### src/hw/rtl/dgr_pkg.sv
// shared types and constants for the dash/gap relay sequencer
// used by dgr_remainder, dgr_ctrl, dgr_datapath and dash_gap_relay_sequencer_core
// no dependencies
package dgr_pkg;

  // relay bank
  localparam int RELAY_COUNT = 4;
  localparam int RELAY_W     = 2;
  localparam logic [31:0] TICK_MS = 32'd100;

  // field widths
  localparam int KIND_W    = 4;
  localparam int DIST_W    = 32;
  localparam int CNT_W     = 32;
  localparam int LEN_W     = 16;
  localparam int CYC_W     = LEN_W + 1;
  localparam int MODE_W    = 2;
  localparam int PHASE_W   = 2;
  localparam int CFG_IDX_W = 3;
  localparam int S_DATA_W  = 40;
  localparam int M_DATA_W  = 136;

  // item kinds
  localparam logic [KIND_W-1:0] KIND_DIST   = 4'd0;
  localparam logic [KIND_W-1:0] KIND_START  = 4'd1;
  localparam logic [KIND_W-1:0] KIND_STOP   = 4'd2;
  localparam logic [KIND_W-1:0] KIND_PAUSE  = 4'd3;
  localparam logic [KIND_W-1:0] KIND_RESUME = 4'd4;
  localparam logic [KIND_W-1:0] KIND_RESET  = 4'd5;
  localparam logic [KIND_W-1:0] KIND_TICK   = 4'd6;
  localparam logic [KIND_W-1:0] KIND_ON     = 4'd7;
  localparam logic [KIND_W-1:0] KIND_OFF    = 4'd8;
  localparam logic [KIND_W-1:0] KIND_TOGGLE = 4'd9;
  localparam logic [KIND_W-1:0] KIND_STATS  = 4'd10;

  // phases
  localparam logic [PHASE_W-1:0] PH_IDLE  = 2'd0;
  localparam logic [PHASE_W-1:0] PH_PAINT = 2'd1;
  localparam logic [PHASE_W-1:0] PH_GAP   = 2'd2;

  // paint modes
  localparam logic [MODE_W-1:0] MODE_MANUAL = 2'd0;
  localparam logic [MODE_W-1:0] MODE_DASHED = 2'd1;
  localparam logic [MODE_W-1:0] MODE_SOLID  = 2'd2;
  localparam logic [MODE_W-1:0] MODE_DOUBLE = 2'd3;

  // register indexes
  localparam logic [CFG_IDX_W-1:0] REG_PAINT_MODE  = 3'd0;
  localparam logic [CFG_IDX_W-1:0] REG_LINE_LENGTH = 3'd1;
  localparam logic [CFG_IDX_W-1:0] REG_GAP_LENGTH  = 3'd2;
  localparam logic [CFG_IDX_W-1:0] REG_PISTOL_MASK = 3'd3;
  localparam logic [CFG_IDX_W-1:0] REG_ENABLE_MASK = 3'd4;

  // controller to datapath
  typedef struct packed {
    logic load;     // latch the input item
    logic delta;    // form the distance step
    logic advance;  // move the cycle position, start the remainder
    logic commit;   // apply the item and load the result register
  } dgr_cmd_t;

  // datapath to controller
  typedef struct packed {
    logic adv_needed;
    logic div_needed;
    logic div_done;
  } dgr_stat_t;

endpackage

### src/hw/rtl/dgr_remainder.sv
// iterative remainder unit: 32-bit dividend by 17-bit divisor, one bit per cycle
// depends on dgr_pkg
module dgr_remainder
  import dgr_pkg::*;
(
  input  logic              clk,
  input  logic              rst,
  input  logic              start,
  input  logic [DIST_W-1:0] dividend,
  input  logic [CYC_W-1:0]  divisor,
  output logic [CYC_W-1:0]  rem,
  output logic              done
);

  logic [DIST_W-1:0] quo;
  logic [4:0]        cnt;
  logic              busy;
  logic [CYC_W:0]    trial;
  logic [CYC_W:0]    diff;

  // restoring step: bring down the next dividend bit
  assign trial = {rem, quo[DIST_W-1]};
  assign diff  = trial - {1'b0, divisor};

  // shift register and step counter
  always_ff @(posedge clk) begin
    if (start) begin
      quo <= dividend;
      rem <= '0;
    end else if (busy) begin
      quo <= {quo[DIST_W-2:0], 1'b0};
      if (trial >= {1'b0, divisor}) begin
        rem <= diff[CYC_W-1:0];
      end else begin
        rem <= trial[CYC_W-1:0];
      end
    end
  end

  // control
  always_ff @(posedge clk) begin
    if (rst) begin
      busy <= 1'b0;
      done <= 1'b0;
      cnt  <= '0;
    end else if (start) begin
      busy <= 1'b1;
      done <= 1'b0;
      cnt  <= '0;
    end else if (busy) begin
      cnt <= cnt + 5'd1;
      if (cnt == 5'd31) begin
        busy <= 1'b0;
        done <= 1'b1;
      end
    end
  end

endmodule

### src/hw/rtl/dgr_ctrl.sv
// controller state machine of the relay sequencer
// depends on dgr_pkg
module dgr_ctrl
  import dgr_pkg::*;
(
  input  logic      clk,
  input  logic      rst,
  input  logic      s_tvalid,
  output logic      s_tready,
  output logic      m_tvalid,
  input  logic      m_tready,
  input  dgr_stat_t stat,
  output dgr_cmd_t  cmd
);

  typedef enum logic [4:0] {
    ST_IDLE  = 5'b00001,
    ST_DELTA = 5'b00010,
    ST_ADV   = 5'b00100,
    ST_DIV   = 5'b01000,
    ST_DONE  = 5'b10000
  } state_t;

  state_t state;
  state_t state_next;
  logic   slot_free;

  assign slot_free = !m_tvalid || m_tready;
  assign s_tready  = (state == ST_IDLE);

  // commands
  always_comb begin
    cmd.load    = s_tvalid && (state == ST_IDLE);
    cmd.delta   = (state == ST_DELTA);
    cmd.advance = (state == ST_ADV);
    cmd.commit  = (state == ST_DONE) && slot_free;
  end

  // next state
  always_comb begin
    state_next = state;
    case (state)
      ST_IDLE: begin
        if (s_tvalid) state_next = ST_DELTA;
      end
      ST_DELTA: begin
        state_next = stat.adv_needed ? ST_ADV : ST_DONE;
      end
      ST_ADV: begin
        state_next = stat.div_needed ? ST_DIV : ST_DONE;
      end
      ST_DIV: begin
        if (stat.div_done) state_next = ST_DONE;
      end
      ST_DONE: begin
        if (slot_free) state_next = ST_IDLE;
      end
      default: state_next = ST_IDLE;
    endcase
  end

  always_ff @(posedge clk) begin
    if (rst) begin
      state <= ST_IDLE;
    end else begin
      state <= state_next;
    end
  end

  // result register valid flag
  always_ff @(posedge clk) begin
    if (rst) begin
      m_tvalid <= 1'b0;
    end else if (cmd.commit) begin
      m_tvalid <= 1'b1;
    end else if (m_tready) begin
      m_tvalid <= 1'b0;
    end
  end

endmodule

### src/hw/rtl/dgr_datapath.sv
// datapath of the relay sequencer: registers, run state, relay statistics,
// result register; depends on dgr_pkg and dgr_remainder
module dgr_datapath
  import dgr_pkg::*;
(
  input  logic                 clk,
  input  logic                 rst,
  input  dgr_cmd_t             cmd,
  output dgr_stat_t            stat,
  input  logic [KIND_W-1:0]    item_kind,
  input  logic [S_DATA_W-1:0]  item_data,
  input  logic                 cfg_we,
  input  logic [CFG_IDX_W-1:0] cfg_addr,
  input  logic [LEN_W-1:0]     cfg_data,
  output logic [M_DATA_W-1:0]  result
);

  // configuration
  logic [MODE_W-1:0]      paint_mode;
  logic [LEN_W-1:0]       line_length;
  logic [LEN_W-1:0]       gap_length;
  logic [RELAY_COUNT-1:0] pistol_mask;
  logic [RELAY_COUNT-1:0] enable_mask;

  // latched item
  logic [KIND_W-1:0]  kind_q;
  logic [DIST_W-1:0]  dist_q;
  logic [RELAY_W-1:0] idx_q;

  // run state
  logic [DIST_W-1:0]      last_distance, last_distance_next;
  logic [DIST_W-1:0]      cycle_position, cycle_position_next;
  logic [PHASE_W-1:0]     phase_reg, phase_reg_next;
  logic                   run_flag, run_flag_next;
  logic                   pause_flag, pause_flag_next;
  logic [RELAY_COUNT-1:0] relay_on, relay_on_next;
  logic [CNT_W-1:0]       cycles_done, cycles_done_next;
  logic [CNT_W-1:0]       painted_total, painted_total_next;
  logic [CNT_W-1:0]       switch_on_counts [RELAY_COUNT];
  logic [CNT_W-1:0]       switch_on_counts_next [RELAY_COUNT];
  logic [CNT_W-1:0]       on_time_totals [RELAY_COUNT];
  logic [CNT_W-1:0]       on_time_totals_next [RELAY_COUNT];
  logic [DIST_W-1:0]      delta_q;

  logic                   active;
  logic                   dashed;
  logic [CYC_W-1:0]       cyc_len;
  logic [CYC_W-1:0]       rem;
  logic [CYC_W-1:0]       pos;
  logic                   div_done;
  logic [DIST_W:0]        dist_diff;
  logic [RELAY_COUNT-1:0] auto_set;
  logic                   idx_ok;

  assign active   = run_flag && !pause_flag && (paint_mode != MODE_MANUAL);
  assign dashed   = (paint_mode != MODE_SOLID);
  assign cyc_len  = {1'b0, line_length} + {1'b0, gap_length};
  assign pos      = (cyc_len == '0) ? '0 : rem;
  assign auto_set = pistol_mask & enable_mask;
  assign idx_ok   = int'(idx_q) < RELAY_COUNT;

  always_comb begin
    stat.adv_needed = (kind_q == KIND_DIST) && active;
    stat.div_needed = dashed;
    stat.div_done   = div_done;
  end

  // position within the line plus gap cycle
  dgr_remainder u_rem (
    .clk      (clk),
    .rst      (rst),
    .start    (cmd.advance && dashed),
    .dividend (cycle_position + delta_q),
    .divisor  (cyc_len),
    .rem      (rem),
    .done     (div_done)
  );

  // item latch
  always_ff @(posedge clk) begin
    if (cmd.load) begin
      kind_q <= item_kind;
      dist_q <= item_data[DIST_W-1:0];
      idx_q  <= item_data[DIST_W+RELAY_W-1:DIST_W];
    end
  end

  // distance step, zero when the reading went backwards
  assign dist_diff = {1'b0, dist_q} - {1'b0, last_distance};

  always_ff @(posedge clk) begin
    if (cmd.delta) begin
      delta_q <= dist_diff[DIST_W] ? '0 : dist_diff[DIST_W-1:0];
    end
  end

  // next state of the run and the statistics
  always_comb begin
    logic want_on;
    last_distance_next  = last_distance;
    cycle_position_next = cycle_position;
    phase_reg_next      = phase_reg;
    run_flag_next       = run_flag;
    pause_flag_next     = pause_flag;
    relay_on_next       = relay_on;
    cycles_done_next    = cycles_done;
    painted_total_next  = painted_total;
    switch_on_counts_next = switch_on_counts;
    on_time_totals_next   = on_time_totals;
    want_on = 1'b0;

    if (cfg_we) begin
      // a mode change stops a run
      if (cfg_addr == REG_PAINT_MODE && run_flag) begin
        run_flag_next   = 1'b0;
        pause_flag_next = 1'b0;
        phase_reg_next  = PH_IDLE;
        relay_on_next   = '0;
      end
    end else if (cmd.delta) begin
      if (kind_q == KIND_DIST) last_distance_next = dist_q;
    end else if (cmd.advance) begin
      cycle_position_next = cycle_position + delta_q;
    end else if (cmd.commit) begin
      case (kind_q)
        KIND_DIST: begin
          if (active) begin
            if (!dashed || pos < {1'b0, line_length}) begin
              if (phase_reg != PH_PAINT) begin
                phase_reg_next = PH_PAINT;
                for (int i = 0; i < RELAY_COUNT; i++) begin
                  if (auto_set[i]) begin
                    relay_on_next[i] = 1'b1;
                    switch_on_counts_next[i] = switch_on_counts[i] + 32'd1;
                  end
                end
              end
              painted_total_next = painted_total + delta_q;
            end else if (phase_reg != PH_GAP) begin
              phase_reg_next   = PH_GAP;
              relay_on_next    = '0;
              cycles_done_next = cycles_done + 32'd1;
            end
          end
        end
        KIND_START: begin
          if (paint_mode != MODE_MANUAL) begin
            run_flag_next       = 1'b1;
            pause_flag_next     = 1'b0;
            phase_reg_next      = PH_PAINT;
            cycle_position_next = '0;
            for (int i = 0; i < RELAY_COUNT; i++) begin
              if (auto_set[i]) begin
                relay_on_next[i] = 1'b1;
                switch_on_counts_next[i] = switch_on_counts[i] + 32'd1;
              end
            end
          end
        end
        KIND_STOP: begin
          run_flag_next   = 1'b0;
          pause_flag_next = 1'b0;
          phase_reg_next  = PH_IDLE;
          relay_on_next   = '0;
        end
        KIND_PAUSE: begin
          if (run_flag) begin
            pause_flag_next = 1'b1;
            relay_on_next   = '0;
          end
        end
        KIND_RESUME: begin
          if (run_flag && pause_flag) pause_flag_next = 1'b0;
        end
        KIND_RESET: begin
          run_flag_next       = 1'b0;
          pause_flag_next     = 1'b0;
          phase_reg_next      = PH_IDLE;
          relay_on_next       = '0;
          cycles_done_next    = '0;
          painted_total_next  = '0;
          cycle_position_next = '0;
          last_distance_next  = '0;
          for (int i = 0; i < RELAY_COUNT; i++) begin
            switch_on_counts_next[i] = '0;
            on_time_totals_next[i]   = '0;
          end
        end
        KIND_TICK: begin
          for (int i = 0; i < RELAY_COUNT; i++) begin
            if (relay_on[i]) on_time_totals_next[i] = on_time_totals[i] + TICK_MS;
          end
        end
        KIND_ON, KIND_OFF, KIND_TOGGLE: begin
          if (idx_ok) begin
            want_on = (kind_q == KIND_ON) || (kind_q == KIND_TOGGLE && !relay_on[idx_q]);
            if (!want_on) begin
              relay_on_next[idx_q] = 1'b0;
            end else if (enable_mask[idx_q]) begin
              relay_on_next[idx_q] = 1'b1;
              switch_on_counts_next[idx_q] = switch_on_counts[idx_q] + 32'd1;
            end
          end
        end
        default: begin
        end
      endcase
    end
  end

  // configuration registers
  always_ff @(posedge clk) begin
    if (rst) begin
      paint_mode  <= MODE_MANUAL;
      line_length <= 16'd1000;
      gap_length  <= 16'd1000;
      pistol_mask <= '1;
      enable_mask <= '1;
    end else if (cfg_we) begin
      case (cfg_addr)
        REG_PAINT_MODE:  paint_mode  <= cfg_data[MODE_W-1:0];
        REG_LINE_LENGTH: line_length <= cfg_data;
        REG_GAP_LENGTH:  gap_length  <= cfg_data;
        REG_PISTOL_MASK: pistol_mask <= cfg_data[RELAY_COUNT-1:0];
        REG_ENABLE_MASK: enable_mask <= cfg_data[RELAY_COUNT-1:0];
        default: begin
        end
      endcase
    end
  end

  // run state registers
  always_ff @(posedge clk) begin
    if (rst) begin
      last_distance  <= '0;
      cycle_position <= '0;
      phase_reg      <= PH_IDLE;
      run_flag       <= 1'b0;
      pause_flag     <= 1'b0;
      relay_on       <= '0;
      cycles_done    <= '0;
      painted_total  <= '0;
      for (int i = 0; i < RELAY_COUNT; i++) begin
        switch_on_counts[i] <= '0;
        on_time_totals[i]   <= '0;
      end
    end else begin
      last_distance    <= last_distance_next;
      cycle_position   <= cycle_position_next;
      phase_reg        <= phase_reg_next;
      run_flag         <= run_flag_next;
      pause_flag       <= pause_flag_next;
      relay_on         <= relay_on_next;
      cycles_done      <= cycles_done_next;
      painted_total    <= painted_total_next;
      switch_on_counts <= switch_on_counts_next;
      on_time_totals   <= on_time_totals_next;
    end
  end

  // result register, loaded with the state after the item
  always_ff @(posedge clk) begin
    if (cmd.commit) begin
      result[3:0]     <= relay_on_next;
      result[5:4]     <= phase_reg_next;
      result[6]       <= run_flag_next;
      result[7]       <= pause_flag_next;
      result[39:8]    <= cycles_done_next;
      result[71:40]   <= painted_total_next;
      result[103:72]  <= idx_ok ? switch_on_counts_next[idx_q] : '0;
      result[135:104] <= idx_ok ? on_time_totals_next[idx_q] : '0;
    end
  end

endmodule

### src/hw/rtl/dash_gap_relay_sequencer_core.sv
// top level of the distance-driven dash/gap relay sequencer
// depends on dgr_pkg, dgr_ctrl, dgr_datapath (with dgr_remainder)
//
// Usage: items enter on the s_ stream (odometer readings and commands, kind in
// s_tuser), one result per item leaves on the m_ stream with the relay state,
// phase, run flags and counters. Registers are written on the cfg_ channel,
// which is always ready; write only while no item is in flight.
// Sequence: a command, or a reading that does not advance a run (stopped,
// paused or manual mode), passes the DELTA and DONE states after its transfer
// and is loaded into the output register in DONE; a reading in solid mode also
// passes ADV before DONE; a reading in a dashed mode passes ADV and then waits
// in DIV for the remainder unit that reduces the cycle position modulo line
// plus gap one bit per cycle (32 steps). One item is worked on at a time: the
// next transfer is taken in the cycle after the previous result is loaded.
// When the receiver stalls, the result waits in the output register; the next
// item is still taken and processed and then waits for that register to free.
// Reset (rst, synchronous) loads the register defaults (manual mode, 1000 mm
// line and gap, all pistols enabled), stops the run and clears all counters.
module dash_gap_relay_sequencer_core
  import dgr_pkg::*;
(
  input  logic                 clk,
  input  logic                 rst,
  // input items
  input  logic                 s_tvalid,
  output logic                 s_tready,
  input  logic [S_DATA_W-1:0]  s_tdata,   // distance_mm[31:0], relay_index[33:32], zeros
  input  logic [KIND_W-1:0]    s_tuser,   // kind[3:0]
  // results
  output logic                 m_tvalid,
  input  logic                 m_tready,
  output logic [M_DATA_W-1:0]  m_tdata,   // relay_mask[3:0], phase[5:4], running[6],
                                          // paused[7], cycle_count[39:8],
                                          // painted_mm[71:40], activation_count[103:72],
                                          // active_time_ms[135:104]
  // configuration writes
  input  logic                 cfg_valid,
  output logic                 cfg_ready,
  input  logic [CFG_IDX_W-1:0] cfg_addr,
  input  logic [LEN_W-1:0]     cfg_data
);

  dgr_cmd_t  cmd;
  dgr_stat_t stat;

  assign cfg_ready = 1'b1;

  // sequencing
  dgr_ctrl u_ctrl (
    .clk      (clk),
    .rst      (rst),
    .s_tvalid (s_tvalid),
    .s_tready (s_tready),
    .m_tvalid (m_tvalid),
    .m_tready (m_tready),
    .stat     (stat),
    .cmd      (cmd)
  );

  // state and arithmetic
  dgr_datapath u_dp (
    .clk       (clk),
    .rst       (rst),
    .cmd       (cmd),
    .stat      (stat),
    .item_kind (s_tuser),
    .item_data (s_tdata),
    .cfg_we    (cfg_valid && cfg_ready),
    .cfg_addr  (cfg_addr),
    .cfg_data  (cfg_data),
    .result    (m_tdata)
  );

endmodule

### config.mk
export PLATFORM = sky130hd
export DESIGN_NAME = dash_gap_relay_sequencer_core
export DESIGN_NICKNAME = d
export VERILOG_FILES = /design/src/hw/rtl/dgr_pkg.sv /design/src/hw/rtl/dgr_remainder.sv /design/src/hw/rtl/dgr_ctrl.sv /design/src/hw/rtl/dgr_datapath.sv /design/src/hw/rtl/dash_gap_relay_sequencer_core.sv
export SDC_FILE = /design/constraint.sdc
export NUM_CORES = 2
export LEC_CHECK = 0
export ABC_AREA = 1
export BUFFER_PORTS_ARGS = -buffer_cell sky130_fd_sc_hd__buf_4
export CORE_MARGIN = 2
export CORE_UTILIZATION = 55
export DETAILED_ROUTE_END_ITERATION = 7
export GPL_ROUTABILITY_DRIVEN = 0
export PLACE_DENSITY = 0.7
export SLEW_MARGIN = 30
export SYNTH_ARGS = -nofsm -noshare
export SYNTH_HDL_FRONTEND = slang
export SYNTH_HIERARCHICAL = 1
export SYNTH_SLANG_ARGS = --single-unit
### constraint.sdc
create_clock -name clk -period 29.3 [get_ports clk]
set_input_delay 2.93 -clock clk [delete_from_list [all_inputs] [get_ports clk]]
set_output_delay 2.93 -clock clk [all_outputs]
set_load 0.01 [all_outputs]
# After elaboration in Yosys (flattened, before gate mapping)
# Cells that the tools add are included.
word_totals:
  reg_bits: 702
  latch_bits: 0
  ramBits: 0
  rom_bits: 0
  in_bits: 68
  out_inout_bits: 139
  memories: 0
classes:
  addsub: 16
  mul: 0
  div_mod_pow: 0
  magnitude_cmp: 6
  n_eq_ne: 28
  n_shift: 0
  n_mux: 126
  n_bitwise: 7
  reduce_logical: 40
op_table:
  columns: ["cell", "count"]
  rows:
  - ["128-bit two-way mux", 14]
  - ["32-bit two-way mux", 38]
  - ["128-bit one-hot mux with 4 select lines", 1]
  - ["128-bit one-hot mux with 2 select lines", 1]
  - ["32-bit by 1-bit adder with 32-bit output (second input constant)", 6]
  - ["32-bit binary-select mux with 2-bit select", 3]
  - ["32-bit one-hot mux with 2 select lines", 3]
  - ["32-bit by 7-bit adder with 32-bit output (second input constant)", 4]
  - ["128-bit bitwise mux", 1]
  - ["32-bit adder", 2]
  - ["32-bit demux with 2-bit select", 1]
  - ["4-bit two-way mux", 13]
  - ["17-bit two-way mux", 2]
  - ["32-bit by 32-bit subtractor with 33-bit output", 1]
  - ["1-bit two-way mux", 26]
  - ["5-bit two-way mux", 5]
  - ["5-bit one-hot mux with 5 select lines", 1]
  - ["2-bit two-way mux", 10]
  - ["4-bit one-hot mux with 5 select lines", 1]
  - ["18-bit by 17-bit greater-or-equal comparator with 1-bit output", 1]
  - ["16-bit by 16-bit adder with 17-bit output", 1]
  - ["17-bit zero test", 1]
  - ["17-bit by 16-bit less-than comparator with 1-bit output", 1]
  - ["17-bit subtractor", 1]
  - ["other kinds (42)", 85]

# Logic depth before layout (Yosys ltp)
depth:
  word_depth: 16
  mapped_depth: 38
  ltp_nobuf: 36

# Hierarchy
# Netlist, hierarchy kept.
modules_own_cells:
  columns: ["module", "n_inst", "cells_each", "area_per_inst_um2", "seq_area_each_um2"]
  rows:
  - ["dgr_datapath", 1, 6983, 45491.1, 14874.3]
  - ["dgr_remainder", 1, 521, 3691.0, 1441.4]
  - ["dgr_ctrl", 1, 57, 371.6, 120.1]
  - ["dash_gap_relay_sequencer_core", 1, 2, 11.3, 0.0]

# Worst setup path after synthesis
# No wires, ideal clock.
synth_path:
  path_type: "in2reg"
  startpoint: "input port m_tready"
  endpoint: "register u_dp.result[121] (data pin)"
  arrival_ps: 11664
  path_slack_ps: 17368
  stages: 17
  path_buffers: 1
  path_cell_list: "or2_1 > inv_1 > nor2_1 > inv_1 > nor2_1 > nand2_1 > nor2_1 > inv_2 > nor2_2 > inv_2 > clkbuf_1 > nor3_1 > nand3_1 > o21ai_0 > o22ai_1 > nor2_1 > o21ai_0"
synth_rtl:
  columns: ["item", "line_no", "source"]
  rows:
  - ["start: declaration", "dash_gap_relay_sequencer_core.sv:31", "input logic m_tready,"]
  - ["end signal: assignment", "dgr_datapath.sv:271", "result[135:104] <= idx_ok ? on_time_totals_next[idx_q] : '0;"]
  - ["end: declaration", "dgr_datapath.sv:15", "output logic [M_DATA_W-1:0] result"]

==> results.md <==
- **proportion of power drawn by flip-flops and latches** 0.405
- **pin count of the biggest net entering global routing** 185
- **net switching power** 764 uW
- **Post-Place Cells** 8,643
- **count of vias placed by the detailed router** 53,100
- **Primary FF master, synth** dfxtp_1
- **critical setup path kind** in -> reg
- **skew final** 28.9 ps
- **setup repair after global routing missed its margin** no
- **number of buffers added to fix hold violations after cts** 0
- **GR Overflow Total** 0
- **capturing element type of the critical path** flop
- **fillers** 8,450
- **critical path fanouts, max** 66
- **share of total power consumed by net switching** 0.300
- **Synth async-reset ratio** 0
- **count of final hold-check violations** 0
- **Synth top cells by count** 1,959 x nand2_1, 872 x inv_1, 841 x nor2_1
- **Crit Reg-Reg Startpoint** u_dp/line_length[0]
- **Yosys top cell area share** 0.187
- **post-route minimum period** 7030 ps
- **antenna violations before repair** 3
- **post-layout total power** 2.55 mW
- **setup tns final** 0 ps
- **vias in the first global route** 48,200
- **sequential share of the synthesized area** 0.332
- **horizontal extent of the die** 304 microns
- **Worst Path Arrival** 7360 ps
- **buffer cell driving the clock tree root** clkbuf_16
- **Overall Global Routing Usage** 0.371
- **top cells by area, synth** dfxtp_1 19%, nand2_1 15%, edfxtp_1 14%
- **#FFs+latches synth** 702
- **Top reg by flops** u_dp/result
- **post-CTS sizing** 0
- **Total Nets Final** 7,780
- **total number of placement rows** 110
- **number of port buffers** 199
- **num ports** 207
- **Die Height** 304 microns
- **kind of launch point of the worst setup path** input pin
- **fraction of layout instances using a drive strength above 1** 0.0732
- **hold_sp** u_dp/on_time_totals[1]
- **WL/cell** 20.2 microns
- **antenna violation net count after detailed routing** 0
- **non-filler instance count after layout** 8,801
- **number of iterations in the first detailed-routing pass** 8
- **netlist area before placement** 49,600 sq um
- **post-synth net total** 7,790
- **clk_lat worst skew** 690 ps
- **global-route wire length before repair** 273 mm
- **top-count cell post-synth** nand2_1
- **outcome** complete, but fails checks
- **Final Max Slew Viols** 0
- **fraction of power consumed by combinational cells** 0.155
- **fraction of the cycle the final worst path needs** 0.240
- **clock network fraction of total power** 0.440
- **min-delay worst type** reg -> reg
- **total CTS buffers** 82
- **dpl hpwl** 120 mm
- **worst-case headroom to the max-slew limit** 0.285
- **number of enable-type register cells in the synthesized netlist** 238
- **Syn. warnings** 6
- **via/cell ratio** 6.03
- **Residual DRC** 23
- **area of the core** 89,600 sq um
- **number of post-CTS setup repair buffers** 0
- **clock tree from TritonCTS** built
- **worst setup path start** m_tready
- **Max Cap Violations** 0
- **number of clock sinks** 702
- **cell type contributing the most total cell area after synthesis** dfxtp_1
- **maximum resistive drop on vdd** 0.0000530 V
- **failing checks** DRC
- **clock slew at the register clock pins of the worst setup and hold paths** 60 ps
- **power density of the placed cells** 46.6 nW/um^2
- **final-report setup violation count** 0
- **CTS H-Tree Depth** 3
- **largest registers** u_dp/result x136, u_dp/on_time_totals x128, u_dp/switch_on_counts x128
- **starting DRC count in detailed routing** 6,880
- **starting density of the core** 0.553
- **internal power summed over all cells** 1.78 mW
- **measured slew at the worst slew-check pin** 1060 ps
- **required time worst endpoint** 29,630 ps
- **overall die area** 92,500 sq um
- **maximum clock path buffer count** 3
- **Largest register FFs** 136
- **routed wire length** 178 mm
- **average footprint of a synthesized cell** 6.55 sq um
- **Synth cell types** 72
- **Lkg Pwr** 23.1 nW
- **number of instances in the synthesized netlist** 7,563
- **top achievable clock speed** 0.142 GHz
- **area added between synthesis and finish** 10.2%
==> per-stage QoR <==
step | hold WS (ps) | util | area, sq um | worst slack, ps
2_1_floorplan | 419 | - | 49600 | 17370
3_3_place_gp | 426 | 0.577 | 51700 | 21770
3_5_place_dp | 431 | 0.577 | 51700 | 21760
4_1_cts | 441 | 0.609 | 54600 | 22460
5_1_grt | 460 | 0.610 | 54600 | 21810
6_report | 445 | 0.610 | 54600 | 22270
==> worst paths after layout <==
path / end / slack, ps / cells past startpoint
worst min register to register: u_dp/on_time_totals[1] / 440 / 2
worst max register to register: u_dp/result[100] / 22340 / 35
worst max-delay path: u_dp/result[119] / 22270 / 21
worst min-delay path: u_dp/on_time_totals[1] / 440 / 2
==> layout make-up <==
type                            count  area [sq um]  area share
Multi-Input combinational cell   5596         28300       0.519
Sequential cell                   702         16400       0.301
Inverter                          903          3390      0.0621
Clock buffer                      102          2260      0.0414
Timing Repair Buffer              268          2080      0.0381
Tap cell                         1176          1470      0.0269
Clock inverter                     52           646      0.0118
Antenna cell                        2          5.00   0.0000916
==> power by group through the flow <==
stage	logic [mW]	registers, mW	clock network [mW]
after floorplan	0.279	1.05	0
after global placement	0.377	1.05	0
after detailed placement	0.379	1.05	0
after CTS	0.381	1.03	1.13
after global routing	0.426	1.03	1.16
final	0.396	1.03	1.12
==> layout by cell type, fill, tap and decap left out, types with 81 or more instances in the layout <==
master / n
o22ai_1: 93
buf_4: 262
ha_1: 154
nor2_1: 830
inv_1: 866
nor3_1: 136
nand2_1: 1957
dfxtp_1: 464
nand4_1: 101
o21ai_0: 483
a21oi_1: 451
edfxtp_1: 238
o211ai_1: 81
clkbuf_16: 86
nand3_1: 595
xor2_1: 180
==> metal layers <==
metal / routed length (microns) / track usage
met1: 71400 / 0.499
met2: 74100 / 0.557
met3: 22900 / 0.0881
met4: 9770 / 0.182
met5: 62 / 0.00362
==> cell families after synthesis <==
kind of cell               synth area share
AOI/OAI and AO/OA                     0.162
muxes                               0.00109
xor gates and xnor gates             0.0385
buffers and inverters                0.0989
other                             0.0000757
and+or+nand+nor                       0.327
adders and majority gates            0.0409
DFF                                   0.332
==> worst max-delay path, stage by stage <==
cell and delay, ps:
buf_4 80, or2_1 170, inv_1 90, nor2_4 290, inv_1 190, nor2_1 120, nand2_1 130, nor2_4 150
buf_4 680, inv_2 80, buf_4 340, nor2_2 140, buf_4 420, inv_1 80, buf_4 320, o21ai_0 220
o211ai_1 130, o21ai_0 190, o22ai_1 120, a21oi_1 170, o21ai_0 240
(Power assumes the default switching activity.)
